File: src/rtl/kfst_pkg.sv
// ----------------------------------------------------------------------------
// kfst_pkg
// shared widths, command codes and the sweep write record of the slot tree
// ----------------------------------------------------------------------------
package kfst_pkg;

    localparam int SLOTS   = 1024;
    localparam int IDX_W   = 10;              // slot index bits
    localparam int NODE_W  = IDX_W + 1;       // heap node address bits
    localparam int CNT_W   = IDX_W + 1;       // free count bits, holds SLOTS
    localparam int VAL_W   = 15;
    localparam int CMD_W   = 2;

    localparam logic [CNT_W-1:0]  SLOTS_CNT = CNT_W'(SLOTS);
    localparam logic [NODE_W-1:0] LAST_NODE = {NODE_W{1'b1}};

    localparam logic [CMD_W-1:0] CMD_CLEAR = 2'd0;
    localparam logic [CMD_W-1:0] CMD_PLACE = 2'd1;
    localparam logic [CMD_W-1:0] CMD_READ  = 2'd2;

    // one tree write from the clearing sweep
    typedef struct packed {
        logic              en;
        logic              last;
        logic [NODE_W-1:0] addr;
        logic [CNT_W-1:0]  count;
    } t_sweep_wr;

endpackage

File: src/rtl/kfst_sweep.sv
// ----------------------------------------------------------------------------
// kfst_sweep
// walks every tree node once and gives the free count a fresh clear leaves it
// ----------------------------------------------------------------------------
module kfst_sweep (
    input  logic                   i_clk,
    input  logic                   i_rst_n,
    input  logic                   i_start,
    input  logic [kfst_pkg::CNT_W-1:0] i_size,
    output kfst_pkg::t_sweep_wr    o_wr
);
    import kfst_pkg::*;

    logic              r_active;
    logic [NODE_W-1:0] r_addr;
    logic [CNT_W-1:0]  r_lo;     // first slot under the node
    logic [CNT_W-1:0]  r_span;   // slots under one node of this level
    logic [CNT_W-1:0]  r_size;

    logic [CNT_W-1:0]  w_diff;
    logic [CNT_W-1:0]  w_next_lo;

    assign w_diff    = r_size - r_lo;
    assign w_next_lo = r_lo + r_span;

    always_comb begin
        o_wr.en    = r_active;
        o_wr.last  = r_active && (r_addr == LAST_NODE);
        o_wr.addr  = r_addr;
        if (r_size <= r_lo) begin
            o_wr.count = '0;
        end else if (w_diff >= r_span) begin
            o_wr.count = r_span;
        end else begin
            o_wr.count = w_diff;
        end
    end

    // reset starts a sweep on its own, with the full row free
    always_ff @(posedge i_clk) begin
        if (!i_rst_n) begin
            r_active <= 1'b1;
            r_addr   <= NODE_W'(1);
            r_lo     <= '0;
            r_span   <= SLOTS_CNT;
            r_size   <= SLOTS_CNT;
        end else if (i_start) begin
            r_active <= 1'b1;
            r_addr   <= NODE_W'(1);
            r_lo     <= '0;
            r_span   <= SLOTS_CNT;
            r_size   <= i_size;
        end else if (r_active) begin
            if (r_addr == LAST_NODE) begin
                r_active <= 1'b0;
            end else begin
                r_addr <= r_addr + NODE_W'(1);
                // end of a level: next level starts at slot zero, half span
                if (w_next_lo == SLOTS_CNT) begin
                    r_lo   <= '0;
                    r_span <= r_span >> 1;
                end else begin
                    r_lo <= w_next_lo;
                end
            end
        end
    end

endmodule

File: config.mk
export PLATFORM = sky130hd
export DESIGN_NAME = kfst_sweep
export DESIGN_NICKNAME = d
export VERILOG_FILES = /design/src/rtl/kfst_pkg.sv /design/src/rtl/kfst_sweep.sv
export SDC_FILE = /design/constraint.sdc
export NUM_CORES = 1
export LEC_CHECK = 0
export ABC_AREA = 1
export BUFFER_PORTS_ARGS = -buffer_cell sky130_fd_sc_hd__buf_2
export CAP_MARGIN = 20
export CORE_ASPECT_RATIO = 1.1
export CORE_UTILIZATION = 35
export CTS_CLUSTER_SIZE = 24
export DETAILED_ROUTE_END_ITERATION = 8
export SLEW_MARGIN = 10
export SYNTH_ARGS = -nofsm -noshare
export SYNTH_HDL_FRONTEND = slang
export SYNTH_SLANG_ARGS = --single-unit
File: constraint.sdc
create_clock -name i_clk -period 6.6 [get_ports i_clk]
set_input_delay 0.33 -clock i_clk [delete_from_list [all_inputs] [get_ports i_clk]]
set_output_delay 0.33 -clock i_clk [all_outputs]
set_load 0.01 [all_outputs]
# Word-level counts from Yosys, hierarchy flattened
# Index checks and enable logic that the tools add are counted.
[classes]
add_sub_neg = 3
order_cmp = 2
n_eq_ne = 2
mux = 5
n_bitwise = 2
reduce_logical = 4
[op_table]
columns = ["operator", "n"]
rows = [
  ["two-way mux 11 bit", 3],
  ["== test 11 bit, second input constant", 2],
  ["adder 11 x 1 -> 11 bit, second input constant", 1],
  ["adder 11 bit", 1],
  [">= comparator 11 bit", 1],
  ["<= comparator 11 bit", 1],
  ["subtractor 11 bit", 1],
  ["AND reduction 3 bit", 1],
  ["two-way mux 1 bit", 2],
  ["NOT 1 bit", 2],
  ["AND reduction 2 bit", 1],
  ["OR reduction 2 bit", 1],
  ["logical AND 1 bit", 1],
]
[word_totals]
register_bits = 45
input_bits = 14
output_inout_bits = 24

# Logic depth before layout (Yosys ltp)
# Gate-level depths: netlist (run 1).
[logic_depth]
word_depth = 4
depth_mapped = 21
mapped_depth_nobuf = 20

# Least setup slack after synthesis (run 1)
# OpenSTA, ideal clock, no wires.
[synth_path]
path_type = "flip-flop to output port"
from = "register r_lo[0]"
to = "output o_wr[0] in the netlist's numbering"
t_arrival_ns = 2.954
required_ns = 6.270
setup_slack_ns = 3.316
stages_incl_launch_ff = 19
n_path_buf = 1
cell_sequence = "dfxtp_1 > ha_1 > fa_1 > o21ai_1 > nand2_1 > nand2_1 > nand2_1 > nand2_1 > nand2_1 > nand3_1 > nand2_1 > ha_1 > a21oi_1 > o21ai_0 > a21oi_1 > nand3_1 > clkbuf_1 > or2_2 > a21oi_1"
[synth_rtl]
columns = ["element", "line", "text"]
rows = [
  ["start: declaration", "kfst_sweep.sv:16", "logic [CNT_W-1:0] r_lo;"],
  ["start signal: assignment", "kfst_sweep.sv:63", "r_lo <= w_next_lo;"],
  ["end: declaration", "kfst_sweep.sv:10", "output kfst_pkg::t_sweep_wr o_wr"],
]

==> results.md, run 1 <==
Global route:
- The overall routing resource usage is 18.4%.
- The pin count of the biggest net entering global routing is 25.
- The first global-routing pass estimated 14.5 mm of wire.
- The number of global-route vias before repair is 3131.
- Summed over all layers, the global routing overflow is 0.
- The initial antenna violation count is 0.

STA:
- The total count of hold-check failures in the final report was 0.
- For the finished layout, the period the worst path requires is approximately 4400 ps.
- Based on the critical path, the design can be clocked at up to 230 MHz.
- The number of failing setup endpoints in the final timing report is 0.
- The slew at the pin closest to its max-slew limit is 687 ps.
- For the final routed database, the setup TNS stands at 0 ps.
- Clock skew on the completed layout was measured at 7.04 ps.
- The final max-slew violation count is 0.
- Dividing the final minimum period by the clock period gives 66.0%.
- Setup repair after global routing left no endpoint under its margin.
- The headroom to the max-slew limit is 54.0%.
- The worst hold slack is 231 ps.

Critical path:
- The required time of the worst setup path is 6270 ps.
- Counting stages on the worst path, the most repeated cell is nand2_1.
- The critical path goes through ha_1 -> fa_1 -> o21ai_1 -> nand2_1 -> nand2_1 -> nand2_1 -> nand2_1 -> nand2_1 -> nand3_1 -> nand2_1 -> ha_1 -> a21oi_1 -> o21ai_0 -> a21oi_1 -> nand3_1 -> or2_2 -> a21oi_1 -> buf_2.
- The register-to-register setup slack is 4130 ps.
- Along the worst path, the maximum fanout reaches 20.
- The startpoint identified for the worst register-to-register timing path is r_span[0]$_SDFFE_PP0P_.
- STA classifies the critical path startpoint as a flop.
- The data arrival at the endpoint of the critical path is approximately 4000 ps.
- The reg-to-reg endpoint is r_span[9]$_SDFFE_PP0P_.
- The capturing element type of the critical path is an output port.
- The critical-path cell with the highest stage delay is or2_2.
- The kind of critical path is flop to output port.
- Measured in cells, the most critical reg-to-reg path has a length of 15.
- The largest single stage delay on the critical path is 500 ps.

Clock network:
- The worst-skew pair later-pin latency is 310 ps.
- The number of buffers added by the clock tree synthesis step is 5.
- Buffers inserted to repair hold after CTS numbered 0.
- The clock tree from TritonCTS is done.
- The clock transition time at the flip-flop clock pins of the worst setup and hold paths is 90 ps.
- In this run the number of H-tree levels came out at 2.
- The maximum number of buffers from clock root to sink is 2.
- In this run, post-CTS repair resized a total of 0 instances.
- Clock tree synthesis selected as its root buffer the cell clkbuf_8.
- The count of clock tree sinks is 45.
- The number of post-CTS setup repair buffers is 0.

Final layout:
- The total number of nets in the final design is 590.
- The area occupied by multi-input gates is about 2100 µm².
- The growth of design area from synthesis to finish is 11.5%.
- The filler cell count is 1012.
- The antenna diode count is 0.
- The register cell area after layout is 901 µm².
- Of the cells placed in the final design, the portion with a size suffix greater than 1 is 13.1%.

Placement:
- The number of buffers added on ports is 37.
- Detailed placement finished with a half-perimeter wire length of 6.91 mm.
- The final weighted congestion of routability-driven global placement is 0.900.

Die:
- The die extent in x is 95.5 µm.
- The total core area is a little over 9000 µm².
- The initialized floorplan defines 37 standard-cell rows.
- The die height is 105 µm.
- The die covers 10000 µm².
- The starting density of the core is 36.0%.
- The count of boundary I/O pins is 38.

Yosys:
- The synthesized netlist cell count is 509.
- The sequential fraction of the synthesis area is 26.8%.
- The per-instance average area after synthesis is 6.61 µm².
- The synthesized design contains 45 register bits.
- The yosys synthesis warning count is 0.
- dfxtp_1 takes more of the synthesized area than any other cell.
- The net count after synthesis is 558.
- After synthesis, the largest area contributor takes up 26.8% of total cell area.
- The mapped netlist covers 3360 µm².
- In this run, distinct cell masters in the synthesized netlist total 35.
- In the post-synthesis netlist, the biggest area contributors are dfxtp_1, nand2_1, ha_1, inv_1, a21oi_1.

Worst hold path:
- In this run the worst hold path is classified as input pin to flop.
- The sink of the worst hold path is r_size[10]$_SDFFE_PN1P_.
- The worst hold path was traced through 3 stages.
- The hold path startpoint is i_size[10].

Run:
- The total of max-cap violations is 0.

Drt:
- The count of TritonRoute iterations in the first routing pass is 6.
- Wires add up to roughly 8.6 mm.
- After detailed routing, the number of remaining DRC violations is 0.
- The overall via count from detail_route is 3240.
- After detailed routing, the number of vias per cell comes to 4.92.
- The number of nets with antenna violations after detailed routing is 0.
- For this block, the initial DRC count from the detailed router was 166.
- Dividing the detail-routed wire length by the instance count gives 13.0 µm.

Pwr:
- Power spread over the standard cell area amounts to 212 nW/µm².
- In this run the static leakage power is roughly 0.0018 µW.
- Across the VDD grid, the largest voltage drop is 0.178 mV.

Outcome:
- The run finished with clean final reports.
## worst max-delay path by stage
stage	slack, ps	endpoint	start	depth (start not counted)
global route	1890	o_wr[0]	r_lo[4]$_SDFFE_PP0P_	19
CTS	2260	o_wr[0]	r_lo[0]$_SDFFE_PP0P_	18
global placement	2770	o_wr[0]	r_lo[0]$_SDFFE_PP0P_	18
finish	2250	o_wr[0]	r_lo[0]$_SDFFE_PP0P_	18
floorplan	3320	o_wr[0]	r_lo[0]$_SDFFE_PP0P_	18
detailed placement	2620	o_wr[0]	r_lo[0]$_SDFFE_PP0P_	18
## placed cells by master, fill, tap and decap left out, types with 3 or more instances in the layout
cell type / count
a211oi_1: 7
a21oi_1: 39
buf_2: 37
clkbuf_8: 5
dfxtp_1: 45
ha_1: 33
inv_1: 83
inv_2: 4
nand2_1: 117
nand2_2: 5
nand3_1: 36
nand3_2: 7
nand4_1: 10
nor2_1: 39
nor2_2: 3
nor3_1: 5
o21ai_0: 28
xnor2_1: 6
xor2_1: 7
## where the power goes
group	internal, µW	switching [µW]
combinational	108	184
sequential	280	9.19
clock	114	100
total	502	293
## cells in the mapped netlist, drive strengths merged
| library cell | instances |
|---|---|
| xnor2 | 6 |
| a211oi | 7 |
| o22ai | 2 |
| o31ai | 1 |
| nor3 | 6 |
| a31oi | 2 |
| dfxtp | 45 |
| clkbuf | 9 |
| nor4 | 2 |
| o21bai | 2 |
| nand4 | 10 |
| nor2 | 43 |
| nand3b | 1 |
| nand3 | 43 |
| or2 | 2 |
| o211ai | 1 |
| ha | 33 |
| a21oi | 41 |
| o21ai | 29 |
| xor2 | 7 |
| inv | 87 |
| a21boi | 1 |
| fa | 2 |
| nand2 | 122 |
| buf | 5 |
## worst max-delay path: cells and delay by family (launching register included)
family / cells / cell delay, ps
AND/OR/NAND/NOR: 9 / 1540
adder cells (fa/ha/maj): 3 / 960
AO/OA/AOI/OAI: 5 / 750
flip-flops: 1 / 340
buffers and inverters: 1 / 140
## cell families (layout without fill, tap and decap cells)
group	after synthesis	after routing	share of synthesized area [%]
AO/OA/AOI/OAI	86	86	14.1
XOR/XNOR	13	13	3.38
adder cells (fa/ha/maj)	35	35	13.5
buffers and inverters	101	134	11.8
flip-flops	45	45	26.8
AND/OR/NAND/NOR	229	229	30.5
## per-stage QoR
step,setup slack (ps),std cells,power [µW],instance area [µm²],utilization [%]
global placement,2770,651,576,3640,38.9
floorplan,3320,509,508,3360,-
detailed placement,2620,651,587,3640,38.9
global route,1890,659,851,3750,40.1
CTS,2260,659,803,3750,40.1
finish,2250,659,795,3750,40.1
## per-layer routing
layer,up-vias,track usage (%),part of all wire (%)
met2,63,31.6,48
met3,22,2.84,3.2
met4,0,7.68,3.2
met1,1447,22.3,46
met5,-,0,0
li1,1708,-,-
## flip-flops by register name (all words and copies together), names as in the netlist
signal    flops
r_addr       11
r_size       11
r_active      1
r_lo         11
r_span       11
## layout make-up
cell class	instances	area share, %
well taps	117	3.90
clock inverters	2	1.03
flip-flops and latches	45	24.0
multi-input cells	363	55.1
clock buffers	6	1.93
repair buffers	39	5.34
inverters	87	8.70
(Power assumes the default switching activity.)
==> run 2: changes to the inputs <==
ABC_AREA = 0   (was 1)
clock period = 4.3 ns   (was 6.6 ns; I/O delays follow)
==> run 2 against run 1 <==
  * Power grew 51%
  * Non-clock buffer count grew 4
  * First-iteration DRC count shrank 51%
  * Sequential cell count is the same
  * Setup slack lost 2100 ps
  * Cell count shrank 21%
  * Critical endpoint is now o_wr[5]
  * Largest power group is now sequential cells
  * Synthesized cell count shrank 27%
==> results.md, run 2 <==
Outcome:
- The flow ran to the end, and the final reports show no timing, DRC or antenna violations.

STA:
- Headroom to the max-slew limit came out at 34.0%.
- The final worst setup slack is roughly 180 ps.
- Setup violations remaining at the end of the flow were counted as 0.
- The time the final worst path needs with I/O delays and setup is 4120 ps.
- The worst setup skew after layout is 4.45 ps.
- Static timing analysis puts the maximum clock frequency at 243 MHz.
- At the pin with the least slew margin, the transition time is 989 ps.
- The final max-slew violation count is 0.
- The total count of hold-check failures in the final report is 0.
- The worst hold slack is 127 ps.
- The share of the clock period used by the worst path after layout is 95.9%.

Pwr:
- The internal power component is 813 µW.
- The leakage power total is roughly 0.0016 µW.
- In this run, the combinational gates consume 34.5% of the power.
- The fraction of power spent switching nets is between 30% and 40%.
- For this design the total switching power over the nets is between 300 and 400 µW.
- The share of total power in sequential cells is 36.9%.
- In this run the power density over the cells is 334 nW/µm².
- The worst-case IR drop observed on VDD is 0.140 mV.
- The sum of internal, switching and leakage power is 1200 µW.
- The clock group share of total power is 28.5%.

Yosys:
- The count of different cell masters after synthesis is 46.
- Ranked by total cell area, the synthesized netlist is headed by dfxtp_1, ha_1, mux2i_1, nand2_1, nor2_1.
- In this run, synthesis inferred 0 flip-flops with an integrated enable.
- The share of the synthesized area in the top cell type is between 20% and 30%.
- The cell taking the most area after synthesis is dfxtp_1.
- Sequential cells were found to cover 29.0% of the synthesized design area.
- Counting instances in the post-synthesis netlist gives the leading cell types as dfxtp_1, nand2_1, nor2_1.
- Summing every instance area after synthesis gives between 3000 and 4000 µm².
- The yosys synthesis warning count is 0.
- Counting flops and latches in the post-synthesis netlist gives 45.
- For this run, the leading register cell type out of synthesis is dfxtp_1.
- The synthesized netlist cell count is 370.
- The cell with the most instances after synthesis is dfxtp_1.
- The per-instance average area after synthesis is ~8.4 µm².
- The post-synthesis async set-or-reset flop share is 0%.
- The net count after synthesis is about 420.

Final layout:
- From synthesis to final layout, the design area changed by 15.5%.
- The net count of the finished layout is 456.
- For this run, the share of the core covered by cells in the final layout is between 40% and 50%.
- The ratio of cells with drive above 1 in the final layout is 17.9%.
- The most common cell after layout, fill and taps aside is dfxtp_1.
- The antenna diode count is 0.
- The final non-filler cell total is 519.
- The layout has just under 900 filler cells.
- The library cells used most frequently in the layout, excluding fill and tap cells, are dfxtp_1, nand2_1, buf_2, nor2_1, ha_1.

Clock network:
- The number of H-tree levels is 2.
- The clock tree from TritonCTS is done.
- The tree is rooted in a clkbuf_8.
- In this run, CTS created clock tree buffers numbering 5.
- The maximum number of buffers from clock root to sink is 2.
- The worst-skew pair later-pin latency is just over 300 ps.
- The number of hold buffers added after CTS was 0.
- The clock transition time at the flip-flop clock pins of the worst setup and hold paths is around 90 ps.
- CTS saw 45 sinks.

Global route:
- The total overflow left after global routing is 0.
- The initial antenna violation count is 0.
- Global routing consumed, on the met1 layer, 20.6% of the routing resources.
- Entering global routing, the biggest net connects 23 pins.
- The number of global-route vias before repair is roughly 2500.
- The first global-routing pass estimated 12.1 mm of wire.
- Global routing used 16.5% of the available tracks.
- Global routing used 2.71% of the available met3 tracks.
- Global routing used 29.1% of the available met2 tracks.
- The busiest layer in global routing is met2.

Placement:
- The cell count after placement is roughly 510.
- Before CTS, the worst setup slack after placement is 201 ps.
- The congestion estimate from routability-driven global placement came to 0.864.
- The number of buffers added on ports is 37.
- The HPWL after detailed placement is 5.69 mm.

Run:
- Max-cap violations in this run came to 0.

Critical path:
- The required time of the worst setup path is around 4100 ps.
- The data arrival at the endpoint of the critical path is a little under 4000 ps.
- The worst setup path is captured at an output port.
- The kind of critical path is flop to output port.
- The worst setup path is launched from a flop.
- For the worst flop-to-flop path, the logic depth is 11.
- The critical-path maximum fanout is 5.

Die:
- During I/O placement, the number of pins put on the boundary was 38.
- The die covers between 9000 and 10000 µm².
- The total core area is 8500 µm².
- The die is 101 µm tall.
- The starting density of the core is 36.5%.
- Measured along the x axis, the die boundary spans 91.8 µm.
- The initialized floorplan defines 35 standard-cell rows.

Drt:
- The number of nets with antenna violations after detailed routing is 0.
- After detailed routing, the average wire length per cell comes to around 14 µm.
- The first TritonRoute pass finished after 4 iterations.
- After detailed routing, the number of vias per cell comes to 5.07.
- The violation count after the first detailed-routing iteration is 81.
- Wires add up to 7.32 mm.
- The overall via count from detail_route is 2629.
- After detailed routing, the number of remaining DRC violations is 0.

Worst hold path:
- The cell depth of the worst hold path is 3.
- The min-delay analysis places its worst path in the category input pin to flop.
-- run 2: cell types whose count changed in the layout (fill, tap and decap cells not counted), moves of 6 or more --
cell	change
a21o_1	+8
a21oi_1	-19
inv_1	-52
mux2i_1	+30
nand2_1	-77
nand3_1	-31
nand3_2	-6
nor2b_1	+14
o21ai_0	-21
xnor2_1	+7
-- run 2: what timing repair did --
item | in CTS | in global routing
buffers inserted | 0 | 2
endpoints found under the setup margin | 10 | 11
resized for setup | 3 | 14
pin swaps | 0 | 5
-- run 2: metrics by stage --
step / cell area, µm² / setup TNS [ps]
final: 3580 / 0
after global routing: 3580 / -15.9
after CTS: 3520 / 0
after detailed placement: 3390 / 0
after global placement: 3390 / 0
after floorplan: 3100 / 0
-- run 2: power groups by stage --
| stage | Sequential (µW) | Clock (µW) | Combinational [µW] |
|---|---|---|---|
| finish | 442 | 341 | 413 |
| global route | 444 | 362 | 450 |
| CTS | 442 | 350 | 391 |
| detailed placement | 452 | 0 | 382 |
| global placement | 452 | 0 | 371 |
| floorplan | 448 | 0 | 285 |
-- run 2: logic make-up (layout without fill, tap and decap cells) --
group	after synthesis	in the layout	share of synthesized area, %
and+or+nand+nor	125	125	19.6
xor gates and xnor gates	23	23	6.49
AOI/OAI and AO/OA	67	67	14.5
buffers and inverters	44	82	5.77
adders and majority gates	35	35	14.6
DFF	45	45	29.0
muxes	31	31	10.0
-- run 2: path summary, 6_finish.rpt --
check / start / to / slack [ps]
min reg2reg: r_lo[0]$_SDFFE_PP0P_ / r_lo[0]$_SDFFE_PP0P_ / 490
min: i_size[10] / r_size[10]$_SDFFE_PN1P_ / 130
max reg2reg: r_span[0]$_SDFFE_PP0P_ / r_span[10]$_SDFFE_PP1P_ / 1340
max: r_lo[1]$_SDFFE_PP0P_ / o_wr[5] / 180
-- run 2: final cells by class --
class                      count  area (µm²)  area share [%]
timing repair buffer          43         234            6.53
clock buffer                   6        82.6            2.30
sequential                    45         905            25.2
tap                          111         139            3.88
inverter                      31         116            3.25
clock inverter                 2        37.5            1.05
multi-input combinational    281        2070            57.8
-- run 2: critical path, stage by stage (launching register included) --
cell	delay, ps
dfxtp_4	380
inv_1	70
ha_1	310
nor2b_1	140
o21a_1	190
o21ai_2	150
nand2_1	80
a21oi_2	170
xnor2_2	150
ha_1	280
a21o_1	180
a2111oi_2	340
o21ai_1	110
a31o_2	270
a21oi_4	200
buf_4	180
mux2i_1	210
nor2_1	60
buf_2	130
-- run 2: per-layer routing --
layer	wire length (µm)	share of wire (%)
met3	211	2.9
met4	119	1.6
met5	0	0
met1	3460	47
met2	3530	48
